$ cat src/design/ifd_pkg.sv
// shared types and constants for the inertial sensor frame deframer
package ifd_pkg;

  localparam int NumFields  = 16;
  localparam int FidxW      = 4;
  localparam int FieldW     = 24;
  localparam int PosW       = 6;
  localparam int ValueW     = 32;
  localparam int NumBanks   = 2;
  localparam int StoreAddrW = FidxW + 1;
  localparam int CmdqDepth  = 2;
  localparam int OutqDepth  = 4;
  localparam int OutqPtrW   = 2;
  localparam int OutqCntW   = 3;

  // frame positions
  localparam logic [PosW-1:0] POS_FIELD_END = 6'd48;
  localparam logic [PosW-1:0] POS_CHECK_END = 6'd51;

  // frame status codes
  localparam logic [1:0] ST_GOOD      = 2'd0;
  localparam logic [1:0] ST_BAD_TAIL  = 2'd1;
  localparam logic [1:0] ST_BAD_CHECK = 2'd2;

  // configuration register indexes
  localparam logic [1:0] REG_HEADER   = 2'd0;
  localparam logic [1:0] REG_TAIL     = 2'd1;
  localparam logic [1:0] REG_OFFSET   = 2'd2;
  localparam logic [1:0] REG_EXPECTED = 2'd3;

  localparam logic [7:0]        HEADER_RST   = 8'h50;
  localparam logic [7:0]        TAIL_RST     = 8'h0d;
  localparam logic [FieldW-1:0] OFFSET_RST   = 24'd1000000;
  localparam logic [FieldW-1:0] EXPECTED_RST = 24'd1128000;

  localparam logic signed [ValueW-1:0] ACCEL_SCALE = 32'sd98;

  // judged frame handed from front to back
  typedef struct packed {
    logic [1:0] status;
    logic       bank;
  } cmd_t;

  // field store write from the front
  typedef struct packed {
    logic                  en;
    logic [StoreAddrW-1:0] addr;
    logic [FieldW-1:0]     data;
  } store_wr_t;

  // bank handed back once its last read is issued
  typedef struct packed {
    logic en;
    logic bank;
  } bank_rel_t;

  typedef struct packed {
    logic [FidxW-1:0]         field_index;
    logic signed [ValueW-1:0] field_value;
    logic [1:0]               frame_status;
    logic                     last;
  } res_t;

endpackage

$ cat src/design/ifd_front.sv
// byte parser: frame hunting, field assembly, store writes and frame judging
module ifd_front import ifd_pkg::*; (
  input  logic              clk,
  input  logic              rst_n,
  input  logic              in_push,
  output logic              in_full,
  input  logic [7:0]        in_rx_byte,
  input  logic [7:0]        header_byte,
  input  logic [7:0]        tail_byte,
  input  logic [FieldW-1:0] expected_check,
  input  logic              cmdq_full,
  output logic              cmd_push,
  output cmd_t              cmd,
  output store_wr_t         store_wr,
  input  bank_rel_t         bank_rel
);

  logic                in_frame_r, in_frame_nxt;
  logic [PosW-1:0]     pos_r, pos_nxt;
  logic [1:0]          sub_r, sub_nxt;
  logic [FidxW-1:0]    fidx_r, fidx_nxt;
  logic [15:0]         partial_r, partial_nxt;
  logic [FieldW-1:0]   check_r, check_nxt;
  logic                wbank_r, wbank_nxt;
  logic [NumBanks-1:0] busy_r, busy_nxt;
  logic                accept;
  logic [PosW-1:0]     p;

  // a frame in progress waits while its bank still drains or the queue is full
  assign in_full = in_frame_r && (busy_r[wbank_r] || cmdq_full);
  assign accept  = in_push && !in_full;
  assign p       = pos_r + 6'd1;

  always_comb begin
    in_frame_nxt = in_frame_r;
    pos_nxt      = pos_r;
    sub_nxt      = sub_r;
    fidx_nxt     = fidx_r;
    partial_nxt  = partial_r;
    check_nxt    = check_r;
    wbank_nxt    = wbank_r;
    busy_nxt     = busy_r;
    cmd_push     = 1'b0;
    cmd.status   = ST_GOOD;
    cmd.bank     = wbank_r;
    store_wr.en   = 1'b0;
    store_wr.addr = {wbank_r, fidx_r};
    store_wr.data = {partial_r, in_rx_byte};
    if (bank_rel.en) begin
      busy_nxt[bank_rel.bank] = 1'b0;
    end
    if (accept) begin
      if (!in_frame_r) begin
        if (in_rx_byte == header_byte) begin
          in_frame_nxt = 1'b1;
          pos_nxt      = '0;
          sub_nxt      = 2'd0;
          fidx_nxt     = '0;
          partial_nxt  = '0;
        end
      end else begin
        pos_nxt = p;
        if (p <= POS_FIELD_END) begin
          case (sub_r)
            2'd0: begin
              partial_nxt = {8'd0, in_rx_byte};
              sub_nxt     = 2'd1;
            end
            2'd1: begin
              partial_nxt = {partial_r[7:0], in_rx_byte};
              sub_nxt     = 2'd2;
            end
            default: begin
              store_wr.en = 1'b1;
              fidx_nxt    = fidx_r + 4'd1;
              sub_nxt     = 2'd0;
            end
          endcase
        end else if (p <= POS_CHECK_END) begin
          check_nxt = {check_r[15:0], in_rx_byte};
        end else begin
          in_frame_nxt = 1'b0;
          pos_nxt      = '0;
          partial_nxt  = '0;
          cmd_push     = 1'b1;
          if (in_rx_byte != tail_byte) begin
            cmd.status = ST_BAD_TAIL;
          end else if (check_r != expected_check) begin
            cmd.status = ST_BAD_CHECK;
          end else begin
            cmd.status        = ST_GOOD;
            busy_nxt[wbank_r] = 1'b1;
            wbank_nxt         = ~wbank_r;
          end
        end
      end
    end
  end

  always_ff @(posedge clk) begin
    if (!rst_n) begin
      in_frame_r <= 1'b0;
      pos_r      <= '0;
      sub_r      <= 2'd0;
      fidx_r     <= '0;
      partial_r  <= '0;
      check_r    <= '0;
      wbank_r    <= 1'b0;
      busy_r     <= '0;
    end else begin
      in_frame_r <= in_frame_nxt;
      pos_r      <= pos_nxt;
      sub_r      <= sub_nxt;
      fidx_r     <= fidx_nxt;
      partial_r  <= partial_nxt;
      check_r    <= check_nxt;
      wbank_r    <= wbank_nxt;
      busy_r     <= busy_nxt;
    end
  end

endmodule

$ cat src/design/ifd_cmdq.sv
// two-entry queue of judged frames between front and back
module ifd_cmdq import ifd_pkg::*; (
  input  logic clk,
  input  logic rst_n,
  input  logic push,
  input  cmd_t push_data,
  output logic full,
  input  logic pop,
  output cmd_t pop_data,
  output logic empty
);

  cmd_t       mem_r [CmdqDepth];
  logic       wptr_r, wptr_nxt;
  logic       rptr_r, rptr_nxt;
  logic [1:0] cnt_r, cnt_nxt;
  logic       do_push, do_pop;

  assign full     = (cnt_r == 2'(CmdqDepth));
  assign empty    = (cnt_r == 2'd0);
  assign do_push  = push && !full;
  assign do_pop   = pop && !empty;
  assign pop_data = mem_r[rptr_r];

  always_comb begin
    wptr_nxt = do_push ? ~wptr_r : wptr_r;
    rptr_nxt = do_pop ? ~rptr_r : rptr_r;
    cnt_nxt  = cnt_r;
    if (do_push && !do_pop) begin
      cnt_nxt = cnt_r + 2'd1;
    end else if (do_pop && !do_push) begin
      cnt_nxt = cnt_r - 2'd1;
    end
  end

  always_ff @(posedge clk) begin
    if (do_push) begin
      mem_r[wptr_r] <= push_data;
    end
  end

  always_ff @(posedge clk) begin
    if (!rst_n) begin
      wptr_r <= 1'b0;
      rptr_r <= 1'b0;
      cnt_r  <= 2'd0;
    end else begin
      wptr_r <= wptr_nxt;
      rptr_r <= rptr_nxt;
      cnt_r  <= cnt_nxt;
    end
  end

endmodule

$ cat src/design/ifd_back.sv
// field store, result sequencer, scaling pipeline and result queue
module ifd_back import ifd_pkg::*; (
  input  logic              clk,
  input  logic              rst_n,
  input  logic [FieldW-1:0] field_offset,
  input  store_wr_t         store_wr,
  input  logic              cmdq_empty,
  input  cmd_t              cmdq_data,
  output logic              cmdq_pop,
  output bank_rel_t         bank_rel,
  output logic              out_empty,
  input  logic              out_pop,
  output res_t              out_res
);

  localparam logic B_IDLE = 1'b0;
  localparam logic B_RUN  = 1'b1;

  logic [FieldW-1:0] store_r [NumBanks * NumFields];

  logic             state_r, state_nxt;
  logic [FidxW-1:0] idx_r, idx_nxt;
  logic [1:0]       cur_status_r, cur_status_nxt;
  logic             cur_bank_r, cur_bank_nxt;
  logic             issue, issue_last;

  // stage 1: store read
  logic              s1_v_r;
  logic [FieldW-1:0] s1_data_r;
  logic [FidxW-1:0]  s1_idx_r;
  logic [1:0]        s1_status_r;
  logic              s1_last_r;
  // stage 2: offset removed
  logic               s2_v_r;
  logic signed [24:0] s2_diff_r, s2_diff_nxt;
  logic [FidxW-1:0]   s2_idx_r;
  logic [1:0]         s2_status_r;
  logic               s2_last_r;
  // stage 3: scaled value, pushed into the result queue
  logic                     s3_v_r;
  res_t                     s3_res_r;
  logic signed [ValueW-1:0] diff_ext, value_nxt;

  res_t                outq_r [OutqDepth];
  logic [OutqPtrW-1:0] owptr_r, orptr_r;
  logic [OutqCntW-1:0] ocnt_r, ocnt_nxt;
  logic                opop;
  logic [OutqCntW:0]   pending;

  // results in flight plus waiting must fit the queue
  assign pending = {1'b0, ocnt_r} + {3'd0, s1_v_r} + {3'd0, s2_v_r} + {3'd0, s3_v_r};
  assign issue   = (state_r == B_RUN) && (pending < 4'(OutqDepth));
  assign issue_last = (cur_status_r != ST_GOOD) || (idx_r == 4'(NumFields - 1));

  always_comb begin
    state_nxt      = state_r;
    idx_nxt        = idx_r;
    cur_status_nxt = cur_status_r;
    cur_bank_nxt   = cur_bank_r;
    cmdq_pop       = 1'b0;
    bank_rel.en    = 1'b0;
    bank_rel.bank  = cur_bank_r;
    case (state_r)
      B_IDLE: begin
        if (!cmdq_empty) begin
          cmdq_pop       = 1'b1;
          cur_status_nxt = cmdq_data.status;
          cur_bank_nxt   = cmdq_data.bank;
          idx_nxt        = '0;
          state_nxt      = B_RUN;
        end
      end
      B_RUN: begin
        if (issue) begin
          if (issue_last) begin
            state_nxt   = B_IDLE;
            bank_rel.en = (cur_status_r == ST_GOOD);
          end else begin
            idx_nxt = idx_r + 4'd1;
          end
        end
      end
      default: state_nxt = B_IDLE;
    endcase
  end

  always_ff @(posedge clk) begin
    if (store_wr.en) begin
      store_r[store_wr.addr] <= store_wr.data;
    end
    if (issue) begin
      s1_data_r <= store_r[{cur_bank_r, idx_r}];
    end
  end

  always_comb begin
    s2_diff_nxt = $signed({1'b0, s1_data_r}) - $signed({1'b0, field_offset});
    if (s1_status_r != ST_GOOD) begin
      s2_diff_nxt = '0;
    end
    diff_ext = {{(ValueW - 25){s2_diff_r[24]}}, s2_diff_r};
    if (s2_idx_r inside {[4'd3:4'd5]}) begin
      value_nxt = diff_ext * ACCEL_SCALE;
    end else if (s2_idx_r inside {[4'd9:4'd11]}) begin
      value_nxt = -diff_ext;
    end else begin
      value_nxt = diff_ext;
    end
  end

  always_ff @(posedge clk) begin
    if (issue) begin
      s1_idx_r    <= (cur_status_r == ST_GOOD) ? idx_r : '0;
      s1_status_r <= cur_status_r;
      s1_last_r   <= issue_last;
    end
    s2_diff_r   <= s2_diff_nxt;
    s2_idx_r    <= s1_idx_r;
    s2_status_r <= s1_status_r;
    s2_last_r   <= s1_last_r;
    s3_res_r.field_index  <= s2_idx_r;
    s3_res_r.field_value  <= value_nxt;
    s3_res_r.frame_status <= s2_status_r;
    s3_res_r.last         <= s2_last_r;
  end

  // result queue
  assign out_empty = (ocnt_r == '0);
  assign opop      = out_pop && !out_empty;
  assign out_res   = outq_r[orptr_r];

  always_comb begin
    ocnt_nxt = ocnt_r;
    if (s3_v_r && !opop) begin
      ocnt_nxt = ocnt_r + 3'd1;
    end else if (opop && !s3_v_r) begin
      ocnt_nxt = ocnt_r - 3'd1;
    end
  end

  always_ff @(posedge clk) begin
    if (s3_v_r) begin
      outq_r[owptr_r] <= s3_res_r;
    end
  end

  always_ff @(posedge clk) begin
    if (!rst_n) begin
      state_r      <= B_IDLE;
      idx_r        <= '0;
      cur_status_r <= ST_GOOD;
      cur_bank_r   <= 1'b0;
      s1_v_r       <= 1'b0;
      s2_v_r       <= 1'b0;
      s3_v_r       <= 1'b0;
      owptr_r      <= '0;
      orptr_r      <= '0;
      ocnt_r       <= '0;
    end else begin
      state_r      <= state_nxt;
      idx_r        <= idx_nxt;
      cur_status_r <= cur_status_nxt;
      cur_bank_r   <= cur_bank_nxt;
      s1_v_r       <= issue;
      s2_v_r       <= s1_v_r;
      s3_v_r       <= s2_v_r;
      owptr_r      <= s3_v_r ? owptr_r + 2'd1 : owptr_r;
      orptr_r      <= opop ? orptr_r + 2'd1 : orptr_r;
      ocnt_r       <= ocnt_nxt;
    end
  end

endmodule

$ cat src/design/imu_frame_deframer_core.sv
// top level of the inertial sensor frame deframer
//
// Takes one received byte per transfer and hunts for 53-byte frames (header,
// sixteen 24-bit big-endian fields, a 24-bit check field, tail byte). Bytes
// are refused only inside a frame while the store bank it fills is still being
// read out or two judged frames wait in the frame queue. The field store has
// two banks, so a new frame fills one while the last good frame is read from
// the other. A good frame gives its sixteen results, each passing from its
// store read through the offset and scaling stages into the result queue; a
// bad frame gives one error result. Store reads are paced by a credit check
// that counts results in flight and waiting against the four-entry result
// queue, so a read is issued only while that queue has room for its result.
// Configuration writes are registered.
module imu_frame_deframer_core import ifd_pkg::*; (
  input  logic              clk,
  input  logic              rst_n,
  input  logic              in_push,
  output logic              in_full,
  input  logic [7:0]        in_rx_byte,
  output logic              out_empty,
  input  logic              out_pop,
  output logic [FidxW-1:0]  out_field_index,
  output logic signed [ValueW-1:0] out_field_value,
  output logic [1:0]        out_frame_status,
  output logic              out_last,
  input  logic              cfg_we,
  input  logic [1:0]        cfg_index,
  input  logic [FieldW-1:0] cfg_wdata
);

  logic [7:0]        header_r;
  logic [7:0]        tail_r;
  logic [FieldW-1:0] offset_r;
  logic [FieldW-1:0] expected_r;

  logic      cmdq_full, cmdq_empty, cmd_push, cmdq_pop;
  cmd_t      cmd, cmdq_data;
  store_wr_t store_wr;
  bank_rel_t bank_rel;
  res_t      out_res;

  always_ff @(posedge clk) begin
    if (!rst_n) begin
      header_r   <= HEADER_RST;
      tail_r     <= TAIL_RST;
      offset_r   <= OFFSET_RST;
      expected_r <= EXPECTED_RST;
    end else if (cfg_we) begin
      case (cfg_index)
        REG_HEADER:   header_r   <= cfg_wdata[7:0];
        REG_TAIL:     tail_r     <= cfg_wdata[7:0];
        REG_OFFSET:   offset_r   <= cfg_wdata;
        REG_EXPECTED: expected_r <= cfg_wdata;
        default: ;
      endcase
    end
  end

  ifd_front u_front (
    .clk            (clk),
    .rst_n          (rst_n),
    .in_push        (in_push),
    .in_full        (in_full),
    .in_rx_byte     (in_rx_byte),
    .header_byte    (header_r),
    .tail_byte      (tail_r),
    .expected_check (expected_r),
    .cmdq_full      (cmdq_full),
    .cmd_push       (cmd_push),
    .cmd            (cmd),
    .store_wr       (store_wr),
    .bank_rel       (bank_rel)
  );

  ifd_cmdq u_cmdq (
    .clk       (clk),
    .rst_n     (rst_n),
    .push      (cmd_push),
    .push_data (cmd),
    .full      (cmdq_full),
    .pop       (cmdq_pop),
    .pop_data  (cmdq_data),
    .empty     (cmdq_empty)
  );

  ifd_back u_back (
    .clk          (clk),
    .rst_n        (rst_n),
    .field_offset (offset_r),
    .store_wr     (store_wr),
    .cmdq_empty   (cmdq_empty),
    .cmdq_data    (cmdq_data),
    .cmdq_pop     (cmdq_pop),
    .bank_rel     (bank_rel),
    .out_empty    (out_empty),
    .out_pop      (out_pop),
    .out_res      (out_res)
  );

  assign out_field_index  = out_res.field_index;
  assign out_field_value  = out_res.field_value;
  assign out_frame_status = out_res.frame_status;
  assign out_last         = out_res.last;

endmodule
$ cat config.mk
export PLATFORM = sky130hd
export DESIGN_NAME = imu_frame_deframer_core
export DESIGN_NICKNAME = d
export VERILOG_FILES = /design/src/design/ifd_pkg.sv /design/src/design/ifd_front.sv /design/src/design/ifd_cmdq.sv /design/src/design/ifd_back.sv /design/src/design/imu_frame_deframer_core.sv
export SDC_FILE = /design/constraint.sdc
export NUM_CORES = 1
export LEC_CHECK = 0
export BUFFER_PORTS_ARGS = -buffer_cell sky130_fd_sc_hd__buf_2
export CORE_MARGIN = 2
export CORE_UTILIZATION = 47
export DETAILED_ROUTE_END_ITERATION = 12
export GPL_TIMING_DRIVEN = 0
export PLACE_DENSITY_LB_ADDON = 0.25
export SYNTH_ARGS = -nofsm -noshare
export SYNTH_HDL_FRONTEND = slang
export SYNTH_SLANG_ARGS = --single-unit
$ cat constraint.sdc
create_clock -name clk -period 9.2 [get_ports clk]
set_input_delay 0.92 -clock clk [delete_from_list [all_inputs] [get_ports clk]]
set_output_delay 0.92 -clock clk [all_outputs]
set_load 0.005 [all_outputs]
==> results of run 1 <==
==> routing by layer <==
layer	global-route usage (%)	up-vias	share of wire, %
li1	-	11714	-
met1	29.5	13693	40
met2	37.6	1007	49
met3	4.14	195	7.2
met4	7.30	0	3.1
met5	0	-	0
==> cells by family (layout without fill, tap and decap cells) <==
logic type / count (synthesis) / after routing / share of synthesized area [%]
simple gates: 516 / 516 / 4.80
flops: 1176 / 1176 / 67.5
compound gates: 287 / 287 / 3.68
other cells: 0 / 3 / 0
fa+ha+maj: 188 / 188 / 5.20
buf+inv: 291 / 610 / 2.33
mux: 356 / 356 / 14.4
xor+xnor: 114 / 114 / 2.03
==> stage by stage <==
| stage | worst slack, ns | hold WS, ns |
|---|---|---|
| after floorplan | 5.18 | 0.310 |
| after global placement | 4.17 | 0.319 |
| after detailed placement | 4.71 | 0.314 |
| after CTS | 4.68 | 0.334 |
| after global routing | 4.45 | 0.335 |
| final | 4.67 | 0.334 |
==> worst max-delay path, cell delays in order (launching register included) <==
cell	delay (ns)
dfxtp_1	0.43
inv_1	0.09
ha_1	0.30
ha_1	0.29
ha_1	0.28
inv_1	0.05
fa_1	0.54
inv_1	0.04
ha_1	0.39
a21o_1	0.25
a311oi_2	0.45
nor3_1	0.14
or3_4	0.45
o31ai_4	0.24
nor4_1	0.09
or3b_1	0.37
==> power groups by stage <==
stage / clock (W) / combinational [W] / sequential, W
after floorplan: 0 / 0.00209 / 0.00622
after global placement: 0 / 0.00291 / 0.00629
after detailed placement: 0 / 0.00295 / 0.00630
after CTS: 0.00494 / 0.00298 / 0.00619
after global routing: 0.00514 / 0.00325 / 0.00621
final: 0.00485 / 0.00294 / 0.00619
==> state kept, by name, summed over array words and instances (netlist names), 24 cells and up, named ones only <==
register	flops
u_back.s3_res_r	39
u_back.s2_diff_r	25
offset_r	24
u_front.check_r	24
u_back.s1_data_r	24
u_back.store_r	768
u_back.outq_r	156
expected_r	24
==> cell usage after synthesis, drive strengths merged, types with 5 or more instances <==
cell type | n | share of area [%]
xor2 | 41 | 0.73
mux4 | 279 | 13
nor2 | 169 | 1.3
clkbuf | 77 | 0.59
or3 | 12 | 0.16
o21a | 5 | 0.076
nor2b | 8 | 0.10
a211oi | 15 | 0.23
o211ai | 16 | 0.24
a21o | 25 | 0.38
mux2i | 52 | 1.1
fa | 27 | 1.1
nand3b | 10 | 0.15
dfxtp | 215 | 8.8
o21bai | 11 | 0.17
nand2b | 10 | 0.13
buf | 47 | 0.47
inv | 167 | 1.3
o21ai | 67 | 0.69
nor4 | 10 | 0.14
xnor2 | 73 | 1.3
and3 | 13 | 0.17
edfxtp | 961 | 59
nand3 | 36 | 0.37
a21oi | 99 | 1.0
and2 | 14 | 0.18
nand4 | 25 | 0.32
a31oi | 12 | 0.15
mux2 | 25 | 0.57
ha | 161 | 4.1
nand2 | 179 | 1.4
nor3 | 12 | 0.13
==> worst paths after layout <==
kind | startpoint | to | slack (ns) | cells after the start
max | u_back.s2_diff_r[4]$_SDFF_PP0_ | u_back.s3_res_r[33]$_DFF_P_ | 4.67 | 15
min | u_back.s2_status_r[1]$_DFF_P_ | u_back.s3_res_r[2]$_DFF_P_ | 0.33 | 0
max reg2reg | u_back.s2_diff_r[4]$_SDFF_PP0_ | u_back.s3_res_r[33]$_DFF_P_ | 4.67 | 15
min reg2reg | u_back.s2_status_r[1]$_DFF_P_ | u_back.s3_res_r[2]$_DFF_P_ | 0.33 | 0
==> final cells by class <==
cell class | count | area share [%]
plain buffers | 124 | 0.929
well taps | 1380 | 3.08
clock inverters | 71 | 1.61
diodes | 3 | 0.0134
clock buffers | 146 | 5.45
flip-flops and latches | 1176 | 59.2
multi-input cells | 1461 | 26.9
repair buffers | 102 | 1.74
inverters | 167 | 1.12
==> results_dict.tcl, run 1 <==
set metrics [dict create \
    dieArea_sq_mm 0.107 \
    wl_per_cell_microns 25.7 \
    finalPower_w 0.0140 \
    slew_viol_final 0 \
    cts_setup_buffers 0 \
    swShare_pct 28.2 \
    hold_buffers 0 \
    place.gp.congestion 0.869 \
    status "finished clean" \
    min_path_type "reg2reg" \
    synthArstFlopShare_pct 0 \
    finalSetupViolations 0 \
    final_common_cell "edfxtp_1" \
    place_area_sq_mm 0.0521 \
    vias 26609 \
    syn_inst 2928 \
    cts_resized 0 \
    cts_buffers 115 \
    critPathMaxFanout 6 \
    period_needed_ns 4.53 \
    final_util_pct 54.1 \
    tightestPinTransition_ns 1.35 \
    syn_area_sq_mm 0.0491 \
    clkLatencyLatePin_ns 0.74 \
    initial_utilization_pct 47.4 \
    clockBufferDepth 3 \
    ant_nets 0 \
    slew_headroom_pct 10.1 \
    yosys_register_bits 1176 \
    multi_input_area_sq_mm 0.0150 \
    max_freq_mhz 221 \
    grt_pass1_vias 27509 \
    design_area_sq_mm 0.0560 \
    crit_type "reg2reg" \
    detail_route.iter0.violations 2332 \
    seq_area_frac_synth_pct 67.5 \
    intPower_w 0.0100 \
    layout-drive-gt1-share_pct 20.6 \
    synth_flop_cell "edfxtp_1" \
    endpoint_kind "register" \
    critPathArrivalTime_ns 5.09 \
    fin_crit_sh_pct 49.3 \
    grt_pass1_wl_microns 176000 \
    ys_types 75 \
    cts-htree-levels 3 \
    via_per_inst 5.75 \
    die_w_microns 327 \
    worst_setup_path_start_kind "register" \
    ir_drop_v 0.000173 \
    portBuffers 78 \
    instances_no_fill 4630 \
    track_usage_pct 22.3 \
    synth.avg_cell_area_sq_um 16.8 \
    rsz0062_at_grt "false" \
    p_sw_w 0.00394 \
    regArea_sq_mm 0.0332 \
    synth_enable_flop_cells 961 \
    cts_sinks 1176 \
    grt_max_degree 37 \
    leakagePower_nw 18.8 \
    cp.required_ns 9.75 \
    area_growth_pct 14.1 \
    tritoncts "yes" \
    fill_cells 8152 \
    max_cap_violations 0 \
    clockRootBuffer "clkbuf_16" \
    firstDrtPassIters 5 \
    yosysWarnings 0 \
    power_frac_comb_pct 21.0 \
    power_frac_clock_pct 34.7 \
    powerDensity_mw_per_mm2 249 \
    nets 3374 \
    cts.clk_slew.worst_paths_ns 0.06 \
    setup_tns_ns 0 \
    syn_nets 3155 \
    ios 80 \
    die_h_microns 327 \
    core_sq_mm 0.104 \
    dp.cells 4410 \
    final.setup_skew_ns 0.0720 \
    overflow 0 \
    hold_violations 0 \
    num_rows 118 \
    drcViolationCount 0 \
    final_cell_mix "edfxtp_1 (961), mux4_2 (279), dfxtp_1 (215)" \
    post-dp-hpwl_microns 81200 \
    antenna_found_initial 10 \
    seq_power_share_pct 44.3 \
    drt-total-wl_microns 119000 \
]
Power figures use the tool's default switching activity.
==> run 2: changes to the inputs <==
Clock period 9.2 ns to 4.2 ns, I/O delays scaled along.
==> run 2 against run 1 <==
Effect of this change: flip-flop and latch count unchanged; sequential share of layout area fell by 0.49 points; non-clock buffer count is 31 higher; via count up 0.70%; count of clock-buffer cells in the layout stayed put; global-route usage up 0.11 points; first-iteration DRC count up 1.4%; critical endpoint is now u_back.s1_data_r[0]$_DFFE_PN_.
==> results_dict.tcl, run 2 (synthesis gave the netlist of run 1 again) <==
set metrics [dict create \
    num_rows 118 \
    portBuffers 78 \
    slowest_stage "clkbuf_1" \
    powerDensity_mw_per_mm2 549 \
    post-dp-hpwl_microns 81200 \
    r2r_start "u_back.idx_r[1]$_SDFFE_PN0P_" \
    initial_utilization_pct 47.4 \
    grt_pass1_vias 27645 \
    status "finished clean" \
    dp.cells 4410 \
    cp_common_cell "clkbuf_1" \
    grt_max_degree 37 \
    area_growth_pct 15.2 \
    largest_register_ffs 768 \
    min_path_type "in2reg" \
    endpoint_kind "register" \
    final_cell_mix "edfxtp_1 (961), mux4_2 (279), dfxtp_1 (201)" \
    fin_crit_sh_pct 98.4 \
    fin_ws_ns 0.0655 \
    multi_input_area_sq_mm 0.0153 \
    fin_hold_ws_ns 0.0428 \
    reg_top3 "u_back.store_r: 768 flops, u_back.outq_r: 156 flops, u_back.s3_res_r: 39 flops" \
    cts_buffers 115 \
    dieArea_sq_mm 0.107 \
    tritoncts "yes" \
    final.setup_skew_ns 0.0722 \
    track_usage_pct 22.4 \
    fill_cells 8090 \
    regMostFlops "u_back.store_r" \
    die_w_microns 327 \
    finalSetupViolations 0 \
    slew_headroom_pct 9.10 \
    leakagePower_nw 19.0 \
    place_area_sq_mm 0.0521 \
    antenna_found_initial 10 \
    via_per_inst 5.75 \
    crit_path_start "u_back.idx_r[1]$_SDFFE_PN0P_" \
    die_h_microns 327 \
    drcViolationCount 0 \
    critPathMaxFanout 10 \
    detail_route.iter0.violations 2365 \
    clockBufferDepth 3 \
    cpPeakStageDelay_ns 1.06 \
    final_common_cell "edfxtp_1" \
    hold_violations 0 \
    clockRootBuffer "clkbuf_16" \
    cp.required_ns 4.61 \
    overflow 0 \
    cts_sinks 1176 \
    nets 3405 \
    worstPathCellList "clkbuf_1, clkbuf_1, clkbuf_1, mux4_2, mux4_2, mux2_2" \
    vias 26794 \
    grt_pass1_wl_microns 177000 \
    cts.clk_slew.worst_paths_ns 0.06 \
    clkLatencyLatePin_ns 0.74 \
    ir_drop_v 0.000377 \
    ios 80 \
    worst_setup_path_start_kind "register" \
    design_area_sq_mm 0.0566 \
    max_freq_mhz 242 \
    regArea_sq_mm 0.0332 \
    slew_viol_final 0 \
    cts-htree-levels 3 \
    layout-drive-gt1-share_pct 22.3 \
    wl_per_cell_microns 25.7 \
    period_needed_ns 4.13 \
    core_sq_mm 0.104 \
    ant_nets 0 \
    critPathArrivalTime_ns 4.55 \
    max_cap_violations 0 \
    place.gp.congestion 0.869 \
    place_ws_ns -0.295 \
    firstDrtPassIters 8 \
    setup_tns_ns 0 \
    instances_no_fill 4660 \
    worstHoldStart "cfg_wdata[7]" \
    tightestPinTransition_ns 1.36 \
    rsz0062_at_grt "true" \
    drt-total-wl_microns 120000 \
    crit_type "reg2reg" \
]
## run 2: cell count changes in the layout (fill, tap and decap cells not counted), moves of 7 or more
cell           delta
dfxtp_4           +8
dfxtp_1          -14
dlygate4sd3_1    +16
ha_4              +7
buf_4            +18
ha_1              -8
## run 2: timing repair
| action | 4_1_cts | 5_1_grt |
|---|---|---|
| hold buffers | 16 | 0 |
| endpoints found under the hold margin | 30 | 0 |
| pin swaps | 8 | 18 |
| resized for setup | 34 | 32 |
| endpoints found under the setup margin | 4 | 79 |
| setup buffers | 5 | 12 |
## run 2: metrics by stage
stage	total power, W	utilization, %
after global placement	0.0202	49.4
final	0.0310	54.6
after global routing	0.0324	54.6
after floorplan	0.0182	-
after detailed placement	0.0203	50.2
after CTS	0.0311	54.4
## run 2: final timing paths
kind	end	cells after the start	slack [ns]
hold reg to reg	u_back.s3_res_r[1]$_DFF_P_	0	0.34
setup / recovery	u_back.s1_data_r[0]$_DFFE_PN_	6	0.07
hold / removal	expected_r[7]$_SDFFE_PN0P_	3	0.04
setup reg to reg	u_back.s1_data_r[0]$_DFFE_PN_	6	0.07
## run 2: power breakdown
group | internal (W) | leakage [nW] | total (W) | switching [W]
Clock | 0.00617 | 1.92 | 0.0106 | 0.00446
Combinational | 0.00287 | 6.63 | 0.00684 | 0.00396
Sequential | 0.0132 | 10.5 | 0.0136 | 0.000390
Total | 0.0222 | 19.0 | 0.0310 | 0.00882
## run 2: per-layer routing
metal	vias to the layer above	track usage, %	share of wire [%]
met3	197	4.13	7.4
met5	-	0	0
met4	0	7.53	3.2
met1	13800	29.6	40
met2	1012	37.8	50
li1	11785	-	-
## run 2: critical path: cells and delay by family (launching register included)
kind                   cells  cell delay [ns]
buffers and inverters      3             1.98
multiplexers               3             1.38
flip-flops                 1             0.44
## run 2: layout make-up
| cell class | count | area share [%] |
|---|---|---|
| inverters | 167 | 1.11 |
| well taps | 1380 | 3.05 |
| repair buffers | 135 | 2.23 |
| plain buffers | 122 | 0.916 |
| multi-input cells | 1461 | 27.0 |
| clock inverters | 71 | 1.60 |
| diodes | 2 | 0.00885 |
| clock buffers | 146 | 5.40 |
| flip-flops and latches | 1176 | 58.7 |
